===== config.mk =====
export PLATFORM = sky130hd
export DESIGN_NAME = color_sensor_white_balance_unit_flat
export DESIGN_NICKNAME = d
export VERILOG_FILES = /design/src/design/cswb_pkg.sv /design/src/design/cswb_if.sv /design/src/design/color_sensor_white_balance_unit.sv /design/src/flat_wrapper.sv
export SDC_FILE = /design/constraint.sdc
export NUM_CORES = 1
export LEC_CHECK = 0
export BUFFER_PORTS_ARGS = -buffer_cell sky130_fd_sc_hd__buf_2
export CORE_MARGIN = 10
export CORE_UTILIZATION = 62
export CTS_CLUSTER_SIZE = 25
export DETAILED_ROUTE_END_ITERATION = 10
export GPL_ROUTABILITY_DRIVEN = 0
export PLACE_DENSITY = 0.84
export REMOVE_ABC_BUFFERS = 1
export SLEW_MARGIN = 25
export SYNTH_ARGS = -nofsm -noshare
export SYNTH_HDL_FRONTEND = slang
export SYNTH_SLANG_ARGS = --single-unit

===== constraint.sdc =====
create_clock -name clk -period 6.55 [get_ports clk]
set_input_delay 0.3275 -clock clk [delete_from_list [all_inputs] [get_ports clk]]
set_output_delay 0.3275 -clock clk [all_outputs]
set_load 0.02 [all_outputs]

===== src/design/cswb_pkg.sv =====
`default_nettype none

package cswb_pkg;

    localparam int NUM_CH = 3;

    typedef logic [1:0]  channel_t;
    typedef logic [2:0]  cfg_index_t;
    typedef logic [1:0]  err_t;
    typedef logic [4:0]  step_cnt_t;
    typedef logic [15:0] word_t;
    typedef logic [7:0]  level_t;

    localparam logic OP_MEASURE   = 1'b0;
    localparam logic OP_CALIBRATE = 1'b1;

    localparam channel_t CH_RED   = 2'd0;
    localparam channel_t CH_GREEN = 2'd1;
    localparam channel_t CH_BLUE  = 2'd2;
    localparam channel_t CH_NONE  = 2'd3;

    localparam err_t ERR_OK        = 2'd0;
    localparam err_t ERR_ZERO_PER  = 2'd1;
    localparam err_t ERR_ZERO_WREF = 2'd2;

    localparam cfg_index_t REG_TICK_RATE  = 3'd0;
    localparam cfg_index_t REG_RED_LOW    = 3'd1;
    localparam cfg_index_t REG_RED_HIGH   = 3'd2;
    localparam cfg_index_t REG_GREEN_LOW  = 3'd3;
    localparam cfg_index_t REG_GREEN_HIGH = 3'd4;
    localparam cfg_index_t REG_BLUE_LOW   = 3'd5;
    localparam cfg_index_t REG_BLUE_HIGH  = 3'd6;
    localparam cfg_index_t REG_UNUSED     = 3'd7;

    localparam word_t  TICK_RATE_RST = 16'd10000;
    localparam level_t WIN_LOW_RST   = 8'd100;
    localparam level_t WIN_HIGH_RST  = 8'd150;
    localparam level_t LEVEL_MAX     = 8'd255;

    localparam step_cnt_t FREQ_STEPS  = 5'd16;
    localparam step_cnt_t LEVEL_STEPS = 5'd8;

endpackage

`default_nettype wire


===== src/design/cswb_if.sv =====
`default_nettype none

interface cswb_in_if import cswb_pkg::*; ();
    logic     valid;
    logic     ready;
    logic     opcode;
    channel_t channel;
    word_t    period;

    modport source (output valid, opcode, channel, period, input ready);
    modport sink   (input valid, opcode, channel, period, output ready);
endinterface

interface cswb_out_if import cswb_pkg::*; ();
    logic     valid;
    logic     ready;
    channel_t channel_out;
    word_t    frequency;
    level_t   level;
    logic     saturated;
    err_t     error_code;
    logic     in_window;

    modport source (output valid, channel_out, frequency, level, saturated, error_code,
                    in_window, input ready);
    modport sink   (input valid, channel_out, frequency, level, saturated, error_code,
                    in_window, output ready);
endinterface

interface cswb_cfg_if import cswb_pkg::*; ();
    logic       valid;
    logic       ready;
    cfg_index_t index;
    word_t      data;

    modport source (output valid, index, data, input ready);
    modport sink   (input valid, index, data, output ready);
endinterface

`default_nettype wire


===== src/design/color_sensor_white_balance_unit.sv =====
// A measure runs the shared 1-bit-per-cycle restoring divider for 16 steps, then, unless
// the reference is zero or the level saturates, 8 steps; a calibrate runs only the 16 steps;
// a zero period skips the divider. A new request is taken only while the block is idle.
// The output register lets the next request enter while a result waits.
// Reset (async, rst_n low): idle, no result, references, levels and mask zero,
// tick rate 10000, windows 100..150. Config port always ready.
`default_nettype none

module color_sensor_white_balance_unit import cswb_pkg::*;
(
    input  wire logic     clk,
    input  wire logic     rst_n,
    cswb_cfg_if.sink      cfg,
    cswb_in_if.sink       sample,
    cswb_out_if.source    result
);

    localparam logic [2:0] ST_IDLE  = 3'd0;
    localparam logic [2:0] ST_DIV1  = 3'd1;
    localparam logic [2:0] ST_SCALE = 3'd2;
    localparam logic [2:0] ST_DIV2  = 3'd3;
    localparam logic [2:0] ST_FIN   = 3'd4;

    logic [2:0]  state_reg, state_next;
    step_cnt_t   cnt_reg, cnt_next;

    word_t       tick_rate_reg;
    level_t      win_low_reg  [NUM_CH];
    level_t      win_high_reg [NUM_CH];
    word_t       wref_reg     [NUM_CH];
    level_t      last_level_reg [NUM_CH];
    logic [2:0]  mask_reg, mask_next;
    logic        wref_we, level_we;
    level_t      level_wdata;

    logic        op_reg, op_next;
    channel_t    ch_reg, ch_next;
    word_t       rem_reg, rem_next;
    word_t       dvd_reg, dvd_next;
    word_t       dvs_reg, dvs_next;
    word_t       q_reg, q_next;
    word_t       freq_reg, freq_next;
    level_t      level_reg, level_next;
    logic        sat_reg, sat_next;
    err_t        err_reg, err_next;

    logic        out_valid_reg, out_valid_next;
    channel_t    out_ch_reg;
    word_t       out_freq_reg;
    level_t      out_level_reg;
    logic        out_sat_reg;
    err_t        out_err_reg;
    logic        out_win_reg;
    logic        out_load;

    logic [16:0] r_sh;
    logic [16:0] r_diff;
    logic        fits;
    word_t       rem_step;
    word_t       q_step;
    logic [23:0] scaled;
    word_t       wref_sel;
    logic        win_match;

    assign cfg.ready    = 1'b1;
    assign sample.ready = (state_reg == ST_IDLE);
    assign out_load     = (state_reg == ST_FIN) && (!out_valid_reg || result.ready);

    // shared restoring divider step
    assign r_sh     = {rem_reg, dvd_reg[15]};
    assign r_diff   = r_sh - {1'b0, dvs_reg};
    assign fits     = (r_sh >= {1'b0, dvs_reg});
    assign rem_step = fits ? r_diff[15:0] : r_sh[15:0];
    assign q_step   = {q_reg[14:0], fits};

    assign wref_sel = wref_reg[ch_reg];
    assign scaled   = {freq_reg, 8'h00} - {8'h00, freq_reg};

    always_comb
    begin
        win_match = (mask_reg == 3'b111);
        for (int c = 0; c < NUM_CH; c++)
        begin
            if (last_level_reg[c] < win_low_reg[c] || last_level_reg[c] > win_high_reg[c])
                win_match = 1'b0;
        end
    end

    always_comb
    begin
        state_next  = state_reg;
        cnt_next    = cnt_reg;
        op_next     = op_reg;
        ch_next     = ch_reg;
        rem_next    = rem_reg;
        dvd_next    = dvd_reg;
        dvs_next    = dvs_reg;
        q_next      = q_reg;
        freq_next   = freq_reg;
        level_next  = level_reg;
        sat_next    = sat_reg;
        err_next    = err_reg;
        mask_next   = mask_reg;
        wref_we     = 1'b0;
        level_we    = 1'b0;
        level_wdata = q_step[7:0];

        unique case (state_reg)
            ST_IDLE:
            begin
                if (sample.valid && sample.channel != CH_NONE)
                begin
                    op_next    = sample.opcode;
                    ch_next    = sample.channel;
                    freq_next  = '0;
                    level_next = '0;
                    sat_next   = 1'b0;
                    err_next   = ERR_OK;
                    rem_next   = '0;
                    dvd_next   = tick_rate_reg;
                    dvs_next   = sample.period;
                    q_next     = '0;
                    cnt_next   = FREQ_STEPS;
                    if (sample.period == '0)
                    begin
                        err_next   = ERR_ZERO_PER;
                        state_next = ST_FIN;
                    end
                    else
                        state_next = ST_DIV1;
                end
            end
            ST_DIV1:
            begin
                rem_next = rem_step;
                dvd_next = {dvd_reg[14:0], 1'b0};
                q_next   = q_step;
                cnt_next = cnt_reg - 5'd1;
                if (cnt_reg == 5'd1)
                begin
                    freq_next  = q_step;
                    state_next = ST_SCALE;
                end
            end
            ST_SCALE:
            begin
                if (op_reg == OP_CALIBRATE)
                begin
                    wref_we    = 1'b1;
                    state_next = ST_FIN;
                end
                else if (wref_sel == '0)
                begin
                    err_next   = ERR_ZERO_WREF;
                    state_next = ST_FIN;
                end
                else if (scaled >= {wref_sel, 8'h00})
                begin
                    level_next  = LEVEL_MAX;
                    sat_next    = 1'b1;
                    level_we    = 1'b1;
                    level_wdata = LEVEL_MAX;
                    mask_next   = mask_reg | (3'b001 << ch_reg);
                    state_next  = ST_FIN;
                end
                else
                begin
                    // quotient below 256: top 16 bits already below the divisor
                    rem_next   = scaled[23:8];
                    dvd_next   = {scaled[7:0], 8'h00};
                    dvs_next   = wref_sel;
                    q_next     = '0;
                    cnt_next   = LEVEL_STEPS;
                    state_next = ST_DIV2;
                end
            end
            ST_DIV2:
            begin
                rem_next = rem_step;
                dvd_next = {dvd_reg[14:0], 1'b0};
                q_next   = q_step;
                cnt_next = cnt_reg - 5'd1;
                if (cnt_reg == 5'd1)
                begin
                    level_next = q_step[7:0];
                    level_we   = 1'b1;
                    mask_next  = mask_reg | (3'b001 << ch_reg);
                    state_next = ST_FIN;
                end
            end
            ST_FIN:
            begin
                if (out_load)
                    state_next = ST_IDLE;
            end
            default:
            begin
                state_next = ST_IDLE;
            end
        endcase

        if (out_load)
            out_valid_next = 1'b1;
        else if (result.ready)
            out_valid_next = 1'b0;
        else
            out_valid_next = out_valid_reg;
    end

    always_ff @(posedge clk or negedge rst_n)
    begin
        if (!rst_n)
        begin
            state_reg     <= ST_IDLE;
            cnt_reg       <= '0;
            mask_reg      <= '0;
            out_valid_reg <= 1'b0;
            tick_rate_reg <= TICK_RATE_RST;
            for (int c = 0; c < NUM_CH; c++)
            begin
                win_low_reg[c]    <= WIN_LOW_RST;
                win_high_reg[c]   <= WIN_HIGH_RST;
                wref_reg[c]       <= '0;
                last_level_reg[c] <= '0;
            end
        end
        else
        begin
            state_reg     <= state_next;
            cnt_reg       <= cnt_next;
            mask_reg      <= mask_next;
            out_valid_reg <= out_valid_next;
            if (wref_we)
                wref_reg[ch_reg] <= freq_reg;
            if (level_we)
                last_level_reg[ch_reg] <= level_wdata;
            if (cfg.valid)
            begin
                unique case (cfg.index)
                    REG_TICK_RATE:  tick_rate_reg   <= cfg.data;
                    REG_RED_LOW:    win_low_reg[0]  <= cfg.data[7:0];
                    REG_RED_HIGH:   win_high_reg[0] <= cfg.data[7:0];
                    REG_GREEN_LOW:  win_low_reg[1]  <= cfg.data[7:0];
                    REG_GREEN_HIGH: win_high_reg[1] <= cfg.data[7:0];
                    REG_BLUE_LOW:   win_low_reg[2]  <= cfg.data[7:0];
                    REG_BLUE_HIGH:  win_high_reg[2] <= cfg.data[7:0];
                    REG_UNUSED:     ;
                endcase
            end
        end
    end

    always_ff @(posedge clk)
    begin
        op_reg    <= op_next;
        ch_reg    <= ch_next;
        rem_reg   <= rem_next;
        dvd_reg   <= dvd_next;
        dvs_reg   <= dvs_next;
        q_reg     <= q_next;
        freq_reg  <= freq_next;
        level_reg <= level_next;
        sat_reg   <= sat_next;
        err_reg   <= err_next;
        if (out_load)
        begin
            out_ch_reg    <= ch_reg;
            out_freq_reg  <= freq_reg;
            out_level_reg <= level_reg;
            out_sat_reg   <= sat_reg;
            out_err_reg   <= err_reg;
            out_win_reg   <= win_match;
        end
    end

    assign result.valid       = out_valid_reg;
    assign result.channel_out = out_ch_reg;
    assign result.frequency   = out_freq_reg;
    assign result.level       = out_level_reg;
    assign result.saturated   = out_sat_reg;
    assign result.error_code  = out_err_reg;
    assign result.in_window   = out_win_reg;

`ifndef ASSERT_OFF
    a_load_shows: assert property (@(posedge clk) disable iff (!rst_n)
        out_load |=> result.valid)
        else $error("loaded result not presented");

    a_err_clean: assert property (@(posedge clk) disable iff (!rst_n)
        (state_reg == ST_FIN && err_reg != ERR_OK) |-> (level_reg == '0 && !sat_reg))
        else $error("error result carries a level");

    a_sat_max: assert property (@(posedge clk) disable iff (!rst_n)
        (state_reg == ST_FIN && sat_reg) |-> (level_reg == LEVEL_MAX))
        else $error("saturated level not at maximum");

    a_mask_grows: assert property (@(posedge clk) disable iff (!rst_n)
        1'b1 |=> ((mask_reg & $past(mask_reg)) == $past(mask_reg)))
        else $error("measured mask lost a channel");

    a_cnt_idle: assert property (@(posedge clk) disable iff (!rst_n)
        (state_reg == ST_DIV1 || state_reg == ST_DIV2) |-> (cnt_reg != '0))
        else $error("divider running with zero step count");
`endif

endmodule

`default_nettype wire


===== src/flat_wrapper.sv =====
// flat-port wrapper written by rule: the top's interface ports become plain ports
module color_sensor_white_balance_unit_flat import cswb_pkg::*;
  (clk, rst_n, cfg_valid, cfg_index, cfg_data, cfg_ready, sample_valid, sample_opcode, sample_channel, sample_period, sample_ready, result_valid, result_channel_out, result_frequency, result_level, result_saturated, result_error_code, result_in_window, result_ready);
  cswb_cfg_if cfg_i ();
  cswb_in_if sample_i ();
  cswb_out_if result_i ();
  input  wire logic clk;
  input  wire logic rst_n;
  input wire logic [$bits(cfg_i.valid)-1:0] cfg_valid;
  input wire logic [$bits(cfg_i.index)-1:0] cfg_index;
  input wire logic [$bits(cfg_i.data)-1:0] cfg_data;
  output wire logic [$bits(cfg_i.ready)-1:0] cfg_ready;
  input wire logic [$bits(sample_i.valid)-1:0] sample_valid;
  input wire logic [$bits(sample_i.opcode)-1:0] sample_opcode;
  input wire logic [$bits(sample_i.channel)-1:0] sample_channel;
  input wire logic [$bits(sample_i.period)-1:0] sample_period;
  output wire logic [$bits(sample_i.ready)-1:0] sample_ready;
  output wire logic [$bits(result_i.valid)-1:0] result_valid;
  output wire logic [$bits(result_i.channel_out)-1:0] result_channel_out;
  output wire logic [$bits(result_i.frequency)-1:0] result_frequency;
  output wire logic [$bits(result_i.level)-1:0] result_level;
  output wire logic [$bits(result_i.saturated)-1:0] result_saturated;
  output wire logic [$bits(result_i.error_code)-1:0] result_error_code;
  output wire logic [$bits(result_i.in_window)-1:0] result_in_window;
  input wire logic [$bits(result_i.ready)-1:0] result_ready;
  assign cfg_i.valid = cfg_valid;
  assign cfg_i.index = cfg_index;
  assign cfg_i.data = cfg_data;
  assign cfg_ready = cfg_i.ready;
  assign sample_i.valid = sample_valid;
  assign sample_i.opcode = sample_opcode;
  assign sample_i.channel = sample_channel;
  assign sample_i.period = sample_period;
  assign sample_ready = sample_i.ready;
  assign result_valid = result_i.valid;
  assign result_channel_out = result_i.channel_out;
  assign result_frequency = result_i.frequency;
  assign result_level = result_i.level;
  assign result_saturated = result_i.saturated;
  assign result_error_code = result_i.error_code;
  assign result_in_window = result_i.in_window;
  assign result_i.ready = result_ready;
  color_sensor_white_balance_unit u_core (.clk(clk), .rst_n(rst_n), .cfg(cfg_i), .sample(sample_i), .result(result_i));
endmodule

==> metrics.yaml <==
outcome:
  status: "completed"
worst_hold_path:
  worstHoldPathCells: 2
  min_from: "cfg_data[13]"
  hold_path.class: "input pin to register"
  min_to: "u_core.tick_rate_reg[13]$_DFFE_PN1P_"
floorplanning:
  die_h_um: 171
  die_w_um: 171
  core_area_um2: 22600
  rows: 55
  die-area_um2: 29200
  ios: 76
  start_util_pct: 62.6
clocking:
  post-cts-setup-buffer-count: 0
  cts_tree: "done"
  root_buffer: "clkbuf_16"
  clkTransAtPathRegs_ns: 0.06
  post_cts_resized: 0
  cts_buffer_depth: 3
  cts_made_buffers: 28
  cts_sinks: 271
  htreeDepth: 1
  clk_latency_ns: 0.55
setup_path:
  r2r_cells: 16
  cp-end-kind: "register"
  start_kind: "register"
  cp_max_fo: 42
  critical_path_class: "register to register"
  r2r_slack_ns: 0.87
  reg2reg_to: "u_core.q_reg[13]$_SDFFCE_PP0P_"
  r2r_start: "u_core.freq_reg[9]$_SDFFCE_PN0P_"
  required_ns: 6.79
  cp_data_arrival_time_ns: 5.92
global_routing:
  grt_use_met3_pct: 3.36
  grt_remaining_overflow: 0
  use_met1_pct: 29.6
  grt_max_degree: 84
  grt_pass1_vias: 10400
  antenna_found_initial: 0
  grt_busiest_layer: "met2"
  grt_first_pass_wirelength_um: 56100
  track_usage_pct: 24.1
  met2_usage_pct: 41.7
sta:
  setup_violations: 0
  tightestPinTransition_ns: 1.06
  fmax_ghz: 0.176
  rsz0062_at_grt: "false"
  skew_ns: 0.0206
  min_period_over_period_pct: 86.7
  max-slew-margin-rel_pct: 28.9
  hold_violations: 0
  setup_tns_ns: 0
  report.final.slew_viol_count: 0
  fin_crit_ns: 5.68
cells_and_area:
  fin_nets: 1454
  design_area_um2: 15800
  largest_register_ffs: 48
  antennaDiodeCount: 0
  layout-drive-gt1-share_pct: 18.1
  fillers: 1549
  synthToLayoutAreaGrowth_pct: 11.9
pwr:
  leakage_nw: 7.07
  fin_total_pwr_mw: 7.33
  p_per_area_nw_per_um2: 463
  peakVddDrop_mv: 0.296
placement:
  placed_cell_area_um2: 14800
  port_buffers: 74
  dp_hpwl_um: 24000
logic_synthesis:
  ys_seq_elements: 271
  syn_area_per_cell_um2: 11.4
  yosysWarningCount: 0
  synth-edff-count: 123
  seq_area_frac_synth_pct: 52.5
  synthFlopType: "edfxtp_1"
  synth-async-reset-ratio_pct: 54.6
  synth_area_um2: 14100
  yosysUniqueCellTypes: 76
  netlist_instances: 1238
detailed_routing:
  drtPass1Iterations: 5
  avgRoutedWirePerCell_um: 21.5
  drc: 0
  finalWirelength_um: 35000
  antenna_left: 0
  vias_per_cell: 6.25
  vias: 10200
  initialDrtViolationCount: 1004
flow_run:
  maxCapViolations: 0
-- cell type report --
class / instances / area [µm²] / share of cell area, %
well taps: 285 / 357 / 2.25
clock inverters: 11 / 98.8 / 0.625
repair buffers: 101 / 608 / 3.84
multi-input cells: 835 / 6190 / 39.1
clock buffers: 41 / 821 / 5.19
flip-flops and latches: 271 / 7430 / 46.9
inverters: 85 / 319 / 2.02
-- worst max-delay path, stage by stage (launching register included) --
cell       delay [ns]
edfxtp_1         0.45
inv_1            0.19
ha_1             0.31
a21o_1           0.19
a2111oi_0        0.64
a21oi_1          0.29
a21o_1           0.26
a211oi_1         0.29
xnor2_1          0.21
ha_1             0.29
nand4_1          0.13
nor4_1           0.09
o21ai_0          0.11
o311ai_2         0.21
nor3_1           0.75
o21a_4           0.64
buf_4            0.30
-- cells by family (layout without fill, tap and decap cells) --
group                    Yosys count  count (layout)  synth area share (%)
AND/OR/NAND/NOR                  332             332                  11.5
flip-flops                       271             271                  52.5
AO/OA/AOI/OAI                    269             269                  12.8
buffers and inverters            132             238                  3.88
multiplexers                     112             112                  9.30
adder cells (fa/ha/maj)           89              89                  7.93
XOR/XNOR                          32              32                  1.98
other                              1               1                0.0265
-- synth_stat cells, types with 18 or more instances --
| cell type | count | share of area (%) |
|---|---|---|
| a21o_1 | 21 | 1.1 |
| a21oi_1 | 41 | 1.5 |
| and2_1 | 28 | 1.2 |
| clkbuf_1 | 32 | 0.85 |
| dfrtp_1 | 122 | 22 |
| dfstp_2 | 26 | 4.8 |
| edfxtp_1 | 123 | 26 |
| ha_1 | 88 | 7.8 |
| inv_1 | 83 | 2.2 |
| mux2_1 | 24 | 1.9 |
| mux2_2 | 35 | 2.8 |
| mux2_4 | 24 | 2.5 |
| mux2i_1 | 29 | 2.1 |
| nand2_1 | 138 | 3.7 |
| nor2_1 | 39 | 1.0 |
| nor3_1 | 21 | 0.74 |
| o21ai_0 | 18 | 0.64 |
| o21ai_1 | 87 | 3.1 |
| xnor2_1 | 24 | 1.5 |
-- worst max-delay path by stage --
stage	startpoint	end	slack [ns]	cells after the start
after floorplan	u_core.freq_reg[9]$_SDFFCE_PN0P_	u_core.dvs_reg[0]$_DFFE_PP_	1.46	16
after global placement	u_core.freq_reg[9]$_SDFFCE_PN0P_	u_core.q_reg[14]$_SDFFCE_PP0P_	1.14	16
after detailed placement	u_core.freq_reg[9]$_SDFFCE_PN0P_	u_core.q_reg[13]$_SDFFCE_PP0P_	0.84	16
after CTS	u_core.freq_reg[9]$_SDFFCE_PN0P_	u_core.q_reg[13]$_SDFFCE_PP0P_	0.77	16
after global routing	u_core.freq_reg[9]$_SDFFCE_PN0P_	u_core.q_reg[13]$_SDFFCE_PP0P_	0.61	16
final	u_core.freq_reg[9]$_SDFFCE_PN0P_	u_core.q_reg[13]$_SDFFCE_PP0P_	0.87	16
-- metal layers --
layer  up-vias  wire [µm]  share of wire [%]
met2       438      17300                 49
met1      4998      14000                 40
met4         0       1430                4.1
met3       102       2230                6.4
met5         -          0                  0
li1       4645          -                  -
-- repair_timing --
item | 4_1_cts | 5_1_grt
hold endpoints to repair | 55 | 1
hold buffers | 9 | 1
endpoints found under the setup margin | 0 | 0
-- metrics by stage --
step                      hold slack [ns]  instances  setup slack (ns)  util (%)
after global placement              0.363       1567              1.14      65.5
final                              0.0151       1629             0.873      70.1
after global routing              0.00975       1629             0.609      70.1
after CTS                         0.00525       1628             0.767      70.0
after detailed placement            0.376       1567             0.835      65.5
after floorplan                    0.0319       1191              1.46         -
-- power by group --
group	switching (mW)	total (mW)	internal, mW	leakage (nW)
Combinational	1.68	2.90	1.22	3.56
Clock	0.664	1.57	0.910	0.450
Sequential	0.399	2.86	2.46	3.06
Total	2.74	7.33	4.59	7.07
-- cell usage in the layout, fill, tap and decap left out, types with 12 or more instances in the layout --
cell / netlist / layout
a21o_1: 21 / 21
nand2b_1: 16 / 16
ha_1: 88 / 88
mux2_4: 24 / 24
mux2i_1: 29 / 29
xnor2_1: 24 / 24
mux2_2: 35 / 35
nor2_1: 39 / 39
dfstp_2: 26 / 26
clkbuf_16: 0 / 29
buf_4: 2 / 16
nor2b_1: 17 / 16
a22o_1: 12 / 12
nand2_1: 138 / 138
nor3_1: 21 / 18
o21ai_0: 18 / 18
nand3_1: 16 / 16
a21oi_1: 41 / 41
and2_1: 28 / 28
mux2_1: 24 / 24
o21a_1: 14 / 13
dfrtp_1: 122 / 122
edfxtp_1: 123 / 123
inv_1: 83 / 83
nand4_1: 17 / 17
o21ai_1: 87 / 86
buf_2: 6 / 73
No activity file was read; power rests on OpenSTA's default activity.
